$ cat src/hdl/mlp_pkg.sv
// Shared types and codes for the multilayer perceptron inference block.
package mlp_pkg;

  localparam int VAL_W = 16;
  localparam int ACC_W = 40;
  localparam int ACT_W = 13;
  localparam int SIZE_W = 5;
  localparam int CFG_IDX_W = 3;

  localparam logic [1:0] REQ_WEIGHT = 2'd0;
  localparam logic [1:0] REQ_BIAS   = 2'd1;
  localparam logic [1:0] REQ_INPUT  = 2'd2;
  localparam logic [1:0] REQ_RUN    = 2'd3;

  localparam logic [CFG_IDX_W-1:0] CFG_INPUT_SIZE    = 3'd0;
  localparam logic [CFG_IDX_W-1:0] CFG_HIDDEN_LAYERS = 3'd1;
  localparam logic [CFG_IDX_W-1:0] CFG_HIDDEN1_SIZE  = 3'd2;
  localparam logic [CFG_IDX_W-1:0] CFG_HIDDEN2_SIZE  = 3'd3;
  localparam logic [CFG_IDX_W-1:0] CFG_OUTPUT_SIZE   = 3'd4;

  localparam logic signed [ACC_W-1:0] ONE_Q24 = 40'sd16777216;
  localparam logic [VAL_W-1:0] ONE_Q12 = 16'd4096;

  typedef enum logic [2:0] {
    CO_NONE,
    CO_START,
    CO_MAC,
    CO_SHIFT,
    CO_CLAMP
  } cell_op_e;

  typedef struct packed {
    cell_op_e op;
    logic     wr_weight;
    logic     wr_bias;
    logic     wr_input;
  } cell_ctl_t;

  typedef enum logic [2:0] {
    ST_CLEAR,
    ST_IDLE,
    ST_MAC,
    ST_DRAIN,
    ST_CLAMP,
    ST_EMIT
  } state_e;

endpackage

$ cat src/hdl/mlp_ram.sv
// Generic single-write, single-read RAM with registered read data.
module mlp_ram #(
  parameter int WIDTH = 16,
  parameter int DEPTH = 48
) (
  input  logic                     clk_i,
  input  logic                     we_i,
  input  logic [$clog2(DEPTH)-1:0] waddr_i,
  input  logic [WIDTH-1:0]         wdata_i,
  input  logic [$clog2(DEPTH)-1:0] raddr_i,
  output logic [WIDTH-1:0]         rdata_o
);

  logic [WIDTH-1:0] mem_q [DEPTH];
  logic [WIDTH-1:0] rdata_q;

  always_ff @(posedge clk_i) begin
    if (we_i) begin
      mem_q[waddr_i] <= wdata_i;
    end
    rdata_q <= mem_q[raddr_i];
  end

  assign rdata_o = rdata_q;

endmodule

$ cat src/hdl/mlp_cell.sv
// One neuron cell: weight column, biases, input value, MAC and clamp.
module mlp_cell import mlp_pkg::*; #(
  parameter int MAX_NEURONS = 16,
  parameter int MAX_LAYERS  = 4
) (
  input  logic                    clk_i,
  input  logic                    rst_ni,
  input  cell_ctl_t               ctl_i,
  input  logic [$clog2((MAX_LAYERS-1)*MAX_NEURONS)-1:0] waddr_i,
  input  logic [$clog2((MAX_LAYERS-1)*MAX_NEURONS)-1:0] raddr_i,
  input  logic [$clog2((MAX_LAYERS > 2) ? MAX_LAYERS-1 : 2)-1:0] b_widx_i,
  input  logic [$clog2((MAX_LAYERS > 2) ? MAX_LAYERS-1 : 2)-1:0] b_ridx_i,
  input  logic signed [VAL_W-1:0] wdata_i,
  input  logic signed [VAL_W-1:0] head_i,
  input  logic signed [VAL_W-1:0] next_act_i,
  output logic signed [VAL_W-1:0] act_o
);

  localparam int WD = (MAX_LAYERS-1)*MAX_NEURONS;
  localparam int BD = (MAX_LAYERS > 2) ? MAX_LAYERS-1 : 2;

  logic [VAL_W-1:0]         rdata;
  logic signed [VAL_W-1:0]  in_q, act_q, x_q;
  logic signed [VAL_W-1:0]  bias_q [BD];
  logic                     v1_q, v2_q;
  logic signed [2*VAL_W-1:0] prod_q;
  logic signed [ACC_W-1:0]  acc_q, acc_d, bias_init;
  logic signed [VAL_W-1:0]  wsel, clamp_val;

  mlp_ram #(.WIDTH(VAL_W), .DEPTH(WD)) u_wram (
    .clk_i  (clk_i),
    .we_i   (ctl_i.wr_weight),
    .waddr_i(waddr_i),
    .wdata_i(wdata_i),
    .raddr_i(raddr_i),
    .rdata_o(rdata)
  );

  assign wsel = signed'(rdata);
  assign bias_init = {{(ACC_W-VAL_W-12){bias_q[b_ridx_i][VAL_W-1]}}, bias_q[b_ridx_i], 12'b0};

  always_comb begin
    if (acc_q <= 0) begin
      clamp_val = '0;
    end else if (acc_q >= ONE_Q24) begin
      clamp_val = signed'(ONE_Q12);
    end else begin
      clamp_val = signed'({3'b0, acc_q[24:12]});
    end
  end

  always_comb begin
    acc_d = acc_q;
    if (ctl_i.op == CO_START || ctl_i.op == CO_CLAMP) begin
      acc_d = bias_init;
    end else if (v2_q) begin
      acc_d = acc_q + ACC_W'(prod_q);
    end
  end

  always_ff @(posedge clk_i or negedge rst_ni) begin
    if (!rst_ni) begin
      in_q    <= '0;
      act_q   <= '0;
      x_q     <= '0;
      v1_q    <= 1'b0;
      v2_q    <= 1'b0;
      prod_q  <= '0;
      acc_q   <= '0;
      for (int i = 0; i < BD; i++) begin
        bias_q[i] <= '0;
      end
    end else begin
      if (ctl_i.wr_bias) begin
        bias_q[b_widx_i] <= wdata_i;
      end
      if (ctl_i.wr_input) begin
        in_q <= wdata_i;
      end
      x_q     <= head_i;
      v1_q    <= (ctl_i.op == CO_MAC);
      v2_q    <= v1_q;
      prod_q  <= x_q * wsel;
      acc_q   <= acc_d;
      case (ctl_i.op)
        CO_START:          act_q <= in_q;
        CO_CLAMP:          act_q <= clamp_val;
        CO_MAC, CO_SHIFT:  act_q <= next_act_i;
        default:           act_q <= act_q;
      endcase
    end
  end

  assign act_o = act_q;

endmodule
$ cat config.mk
export PLATFORM = sky130hd
export DESIGN_NAME = mlp_cell
export DESIGN_NICKNAME = d
export VERILOG_FILES = /design/src/hdl/mlp_pkg.sv /design/src/hdl/mlp_ram.sv /design/src/hdl/mlp_cell.sv
export SDC_FILE = /design/constraint.sdc
export NUM_CORES = 2
export LEC_CHECK = 0
export BUFFER_PORTS_ARGS = -buffer_cell sky130_fd_sc_hd__buf_2
export CAP_MARGIN = 20
export CORE_MARGIN = 2
export CORE_UTILIZATION = 55
export CTS_BUF_LIST = sky130_fd_sc_hd__clkbuf_8
export DETAILED_ROUTE_END_ITERATION = 10
export GPL_TIMING_DRIVEN = 0
export PLACE_DENSITY = 0.71
export RECOVER_POWER = 50
export SLEW_MARGIN = 20
export SYNTH_ARGS = -nofsm -noshare
export SYNTH_HDL_FRONTEND = slang
export SYNTH_SLANG_ARGS = --single-unit
$ cat constraint.sdc
create_clock -name clk_i -period 15.2 [get_ports clk_i]
set_input_delay 3.8 -clock clk_i [delete_from_list [all_inputs] [get_ports clk_i]]
set_output_delay 3.8 -clock clk_i [all_outputs]
set_load 0.05 [all_outputs]
# --- Yosys cells after proc, flatten, opt, wreduce, memory -nomap -nowiden ---
# Memory sizes are Yosys's and may differ from the RTL's. A register that Yosys moved wholly into a read port is not among the register bits.
# Cells that the tools add are included.
totals:
  reg_bits: 170
  latchBits: 0
  ramBits: 768
  mem_bits_ro: 0
  output_inout_bits: 16
  n_memories: 1
memory_table:
  columns: ["name", "depth", "word_bits", "rd", "rd_ports_with_merged_regs", "write_ports", "line", "rtl"]
  rows:
  - ["u_wram.mem_q", 48, 16, 1, 1, 1, "mlp_ram.sv:14", "logic [WIDTH-1:0] mem_q [DEPTH];"]
op_classes:
  addsub: 1
  mul: 1
  n_div: 0
  magnitude_cmp: 5
  n_eq_ne: 4
  shift: 0
  mux: 13
  bitwise_logic: 2
  reduce_logical: 5
op_table:
  columns: ["op", "count"]
  rows:
  - ["$mux 40", 2]
  - ["$mux 16", 4]
  - ["$bwmux 48", 1]
  - ["$pmux 16 s3", 1]
  - ["$add 40x32->40", 1]
  - ["$ge 40x26->1 const B", 1]
  - ["$le 40x1->1 const B", 1]
  - ["$bmux 16 s2", 1]
  - ["$demux 16 s2", 1]
  - ["$mul 16x16->32", 1]
  - ["$mux 13", 1]
  - ["$eq 3x2->1 const B", 2]
  - ["$ge 3x3->1 const B", 2]
  - ["$not 2->3", 2]
  - ["$eq 3x1->1 const B", 1]
  - ["$eq 3x3->1 const B", 1]
  - ["$lt 3x1->1 const B", 1]
  - ["$reduce_bool 3->1", 1]
  - ["$mux 1", 2]
  - ["$reduce_bool 2->1", 1]
  - ["$reduce_or 2->1", 1]
  - ["$logic_and 1x1->1", 1]
  - ["$logic_or 1x1->1", 1]

# --- Depth between registers and ports, before layout ---
logic_depth:
  depth_word: 6
  ltp_mapped: 22
  mapped_depth_nobuf: 21

# --- Cells and area by module ---
# Synthesis repeated with hierarchy kept, for this count alone.
unflattened:
  cells_unflattened: 3355
  area_unflattened_um2: 48740.5
by_module_without_submodules:
  columns: ["module", "n_inst", "cells_per_inst", "area_each_um2", "seq_area_each_um2"]
  rows:
  - ["mlp_ram", 1, 1499, 30300.3, 23382.4]
  - ["mlp_cell", 1, 1856, 18440.2, 4254.1]

# --- Least setup slack after synthesis ---
# No wires, ideal clock.
synth_timing:
  kind: "in2reg"
  from: "in waddr_i[1]"
  to: "mem u_wram.mem_q[32][0], enable pin"
  setup_time_ns: 0.409
  arrival_ns: 5.425
  required_ns: 14.791
  setup_slack_ns: 9.366
  cell_stages: 4
  path_buffers: 1
  cell_sequence: "clkbuf_1 > nor2_1 > nand4b_1 > nor3_1"
synth_rtl:
  columns: ["item", "line", "rtl"]
  rows:
  - ["from (decl)", "mlp_cell.sv:9", "input logic [$clog2((MAX_LAYERS-1)*MAX_NEURONS)-1:0] waddr_i,"]
  - ["to (decl)", "mlp_ram.sv:14", null]
# Straight into the memory's write port.

# --- Final worst setup path ---
layout_timing:
  from: "reg u_wram.rdata_q[7], in the netlist u_wram.rdata_o[7], read port of u_wram.mem_q"
  to: "reg prod_q[31]"
layout_via:
  elab_chain_cells: 1
layout_rtl:
  columns: ["item", "line", "rtl"]
  rows:
  - ["from (decl)", "mlp_ram.sv:15", "logic [WIDTH-1:0] rdata_q;"]
  - ["$mul 16x16->32", "mlp_cell.sv:83", "prod_q <= x_q * wsel;"]
  - ["to (signal assigned)", "mlp_cell.sv:83", null]
  - ["to (decl)", "mlp_cell.sv:26", "logic signed [2*VAL_W-1:0] prod_q;"]
# Every way passes these cells.
# A chain may end at the register's enable or synchronous reset.

==> results.txt <==
----------------------------------------------------
[Outcome]
  Run status ... finished with violations
  Violations in the final reports ... max-capacitance violations, max-slew violations

[Global route]
  Congestion Overflow GR ... 0
  Number of global-route vias before repair ... 29600
  Number of antenna violations at the first check in global routing ... 7
  Wire length of the first global-routing pass ... 181000 um
  GRT Overall Usage ... 0.271
  Largest net degree at the start of global routing ... 100

[Synthesis]
  Top post-synthesis cells by count ... 768 x sky130_fd_sc_hd__edfxtp_1, 303 x sky130_fd_sc_hd__inv_1, 263 x sky130_fd_sc_hd__fa_1, 240 x sky130_fd_sc_hd__mux4_2, 193 x sky130_fd_sc_hd__nand2_1
  Top FF cell, synth ... sky130_fd_sc_hd__edfxtp_1
  Register area share after synthesis ... 0.570
  Flop and latch count out of synthesis ... 954
  Proportion of netlist area held by the largest area contributor ... 0.475
  Count of cell types in the netlist ... 78
  Number of flops mapped to enable cells by yosys ... 768
  Net count after synthesis ... 3602
  Top-count cell post-synth ... sky130_fd_sc_hd__edfxtp_1
  Post-Syn Area ... 0.0485 mm^2
  Main area contributors after synthesis ... sky130_fd_sc_hd__edfxtp_1 48%, sky130_fd_sc_hd__mux4_2 11%, sky130_fd_sc_hd__fa_1 11%, sky130_fd_sc_hd__dfrtp_1 8.8%, sky130_fd_sc_hd__ha_1 3.1%
  Gate Count Post-Synth ... 3146
  Cell type with the largest total area after synthesis ... sky130_fd_sc_hd__edfxtp_1
  Async set or reset register ratio after synthesis ... 0.178
  Post-synthesis area per instance ... 15.4 um^2
  Total number of yosys warnings ... 0

[Timing]
  Unrepaired setup endpoints after global routing ... false
  Layout Skew ... 0.0621 ns
  Number of setup violations in the final report ... 0
  Final period utilization ... 0.479
  Max-slew violation total from the final report ... 911
  Hold violation total from the final report ... 0
  Relative slew slack ... -1.82
  Setup TNS ... 0 ns
  Final period demand of the worst path ... 7.28 ns
  Worst-margin pin slew ... 4.24 ns
  Peak Freq ... 0.137 GHz
  Worst Hold Margin ... 0.348 ns

[Drt]
  Post-detailed-route DRC marker count ... 0
  Vias per cell ... 6.00
  First-iteration detailed-routing DRC count ... 2932
  Final Routed Wirelength ... 119000 um
  Number of optimization iterations in the first detailed-route pass ... 6
  Final routed wire length divided by cell count ... 25.3 um
  Antenna-violating nets left ... 0
  Number of vias in the routed layout ... 28200

[Worst setup path]
  Endpoint type of the worst setup path ... flip-flop
  Critical path, cell by cell ... clkbuf_1 -> nand2_1 -> fa_1 -> inv_1 -> fa_1 -> inv_1 -> fa_1 -> inv_1 -> fa_1 -> fa_1 -> inv_1 -> fa_1 -> inv_1 -> ha_1 -> nand2_1 -> nor2_1 -> and2_1 -> a31oi_1 -> a211o_1 -> a211oi_1 -> nor2_1 -> a211oi_1
  Most Frequent Cell on Critical Path ... sky130_fd_sc_hd__fa_1
  Peak fanout along the critical path ... 10
  Endpoint of the worst-slack reg-to-reg timing path ... prod_q[31]$_DFF_PN0_
  Largest stage delay, worst path ... 0.66 ns
  Crit path max-delay cell type ... sky130_fd_sc_hd__dfxtp_1
  Startpoint kind of the worst setup timing path ... flip-flop
  Beginning of the worst register-to-register path ... u_wram.rdata_o[7]$_DFF_P_
  Data arrival time of the critical path ... 7.91 ns
  Endpoint required time on the critical path ... 15.83 ns
  Type of the setup path with the least slack ... reg2reg
  Slack of the worst reg-to-reg path ... 7.92 ns
  Number of cells on the worst reg-to-reg path ... 22

[Die]
  Die outline height ... 301 um
  Core area ... 0.0872 mm^2
  Number of rows in the core area ... 108
  Starting density of the core ... 0.557
  Area enclosed by the die boundary ... 0.0906 mm^2
  Number of ports placed on the die boundary ... 88
  Die W ... 301 um

[Clock tree]
  TritonCTS clock tree ... built
  Post-CTS setup repair buffer count ... 0
  Num Clock Sinks ... 954
  CTS H-Tree Depth ... 4
  Number of buffers inserted for hold repair after clock tree synthesis ... 0
  Clock root buffer ... sky130_fd_sc_hd__clkbuf_8
  CTS Buffer Depth ... 3
  Clock Latency Late Sink ... 0.84 ns
  Reg clk slew, reported paths ... 0.06 ns
  Number of resized instances in the post-cts repair step ... 0
  CTS Buf Count ... 151

[Final layout]
  Post-route insts no fill ... 4693
  Layout cell share with drive strength beyond 1 ... 0.192
  Final core area utilization ... 0.617
  Number of nets at the end of the flow ... 3877
  Fillers ... 6449
  Sequential Area ... 0.0276 mm^2
  Signed area change from the synthesized netlist to the final layout ... 10.8%
  Area of combinational cells with multiple inputs ... 0.0193 mm^2

[Min path]
  Class of the tightest hold or removal check ... reg2reg
  Hold Path Stages ... 0
  Worst hold start ... v1_q$_DFF_PN0_
  Terminating pin of the worst hold path ... v2_q$_DFF_PN0_

[Place]
  Final Wtd Congestion ... 0.925
  HPWL after detailed placement ... 85300 um
  Cell count after placement ... 4422
  IO buf count ... 75

[Flow run]
  Max-Cap Viols ... 17

----------------------------------------------------
==> registers in the layout, indices dropped and copies added, names as in the netlist <==
register / cells
acc_q: 40
act_o: 16
bias_q: 48
in_q: 16
prod_q: 32
u_wram.mem_q: 768
u_wram.rdata_o: 16
v1_q: 1
v2_q: 1
x_q: 16
==> stage by stage <==
| step | setup slack (ns) | cell area, um^2 |
|---|---|---|
| after CTS | 7.79 | 53800 |
| after global placement | 7.67 | 50300 |
| after floorplan | 9.37 | 48500 |
| after detailed placement | 7.84 | 51000 |
| after global routing | 7.31 | 53800 |
| final | 7.92 | 53800 |
==> metal layers <==
metal  track usage  vias to the layer above  share of wire
li1              -                    12100              -
met1         0.355                    14700           0.39
met2         0.453                     1172           0.51
met3        0.0504                      233          0.070
met4         0.104                        8          0.035
met5             0                        -        0.00044
==> layout by cell type, fill, tap and decap left out, types with 58 or more instances in the layout <==
master | Yosys | routed
sky130_fd_sc_hd__a21oi_1 | 100 | 100
sky130_fd_sc_hd__and2_1 | 137 | 132
sky130_fd_sc_hd__buf_2 | 21 | 76
sky130_fd_sc_hd__clkbuf_1 | 106 | 127
sky130_fd_sc_hd__clkbuf_8 | 2 | 160
sky130_fd_sc_hd__dfrtp_1 | 170 | 170
sky130_fd_sc_hd__edfxtp_1 | 768 | 768
sky130_fd_sc_hd__fa_1 | 263 | 263
sky130_fd_sc_hd__ha_1 | 121 | 121
sky130_fd_sc_hd__inv_1 | 303 | 359
sky130_fd_sc_hd__mux2_2 | 64 | 64
sky130_fd_sc_hd__mux2i_1 | 58 | 58
sky130_fd_sc_hd__mux4_2 | 240 | 240
sky130_fd_sc_hd__nand2_1 | 193 | 193
sky130_fd_sc_hd__nor2_1 | 150 | 106
sky130_fd_sc_hd__o21ai_0 | 62 | 62
==> cell type report <==
type / count / share of cell area
inverter: 303 / 0.0212
timing repair buffer: 122 / 0.0167
tap: 1155 / 0.0269
clock inverter: 111 / 0.0112
clock buffer: 158 / 0.0404
multi-input combinational: 1749 / 0.359
buffer: 140 / 0.0108
sequential: 954 / 0.514
antenna: 1 / 0.0000465
==> logic make-up after synthesis <==
family / synth area share
compound gates: 0.0471
xor+xnor: 0.0103
flops: 0.570
mux: 0.138
fa+ha+maj: 0.140
buf+inv: 0.0354
simple gates: 0.0596
==> how the worst max path moves through the flow <==
stage / start / to / slack, ns / cells past startpoint
floorplan: waddr_i[1] / u_wram.mem_q[32][0]$_DFFE_PP_ / 9.37 / 4
detailed placement: u_wram.rdata_o[7]$_DFF_P_ / prod_q[31]$_DFF_PN0_ / 7.84 / 22
finish: u_wram.rdata_o[7]$_DFF_P_ / prod_q[31]$_DFF_PN0_ / 7.92 / 22
global placement: rst_ni / bias_q[40]$_DFFE_PN0P_ / 7.67 / 1
CTS: u_wram.rdata_o[7]$_DFF_P_ / prod_q[31]$_DFF_PN0_ / 7.79 / 22
global route: rst_ni / prod_q[20]$_DFF_PN0_ / 7.31 / 1
==> critical path: cells and delay by family (launching register included) <==
kind                     cells  cell delay [ns]
buffers and inverters        6             0.79
flip-flops                   1             0.66
AND/OR/NAND/NOR              5             0.74
AO/OA/AOI/OAI                4             1.40
adder cells (fa/ha/maj)      7             3.45
Power is left out: the tool's default activity adds up to more than one toggle a clock period on the data nets, which glitch-free logic cannot reach.
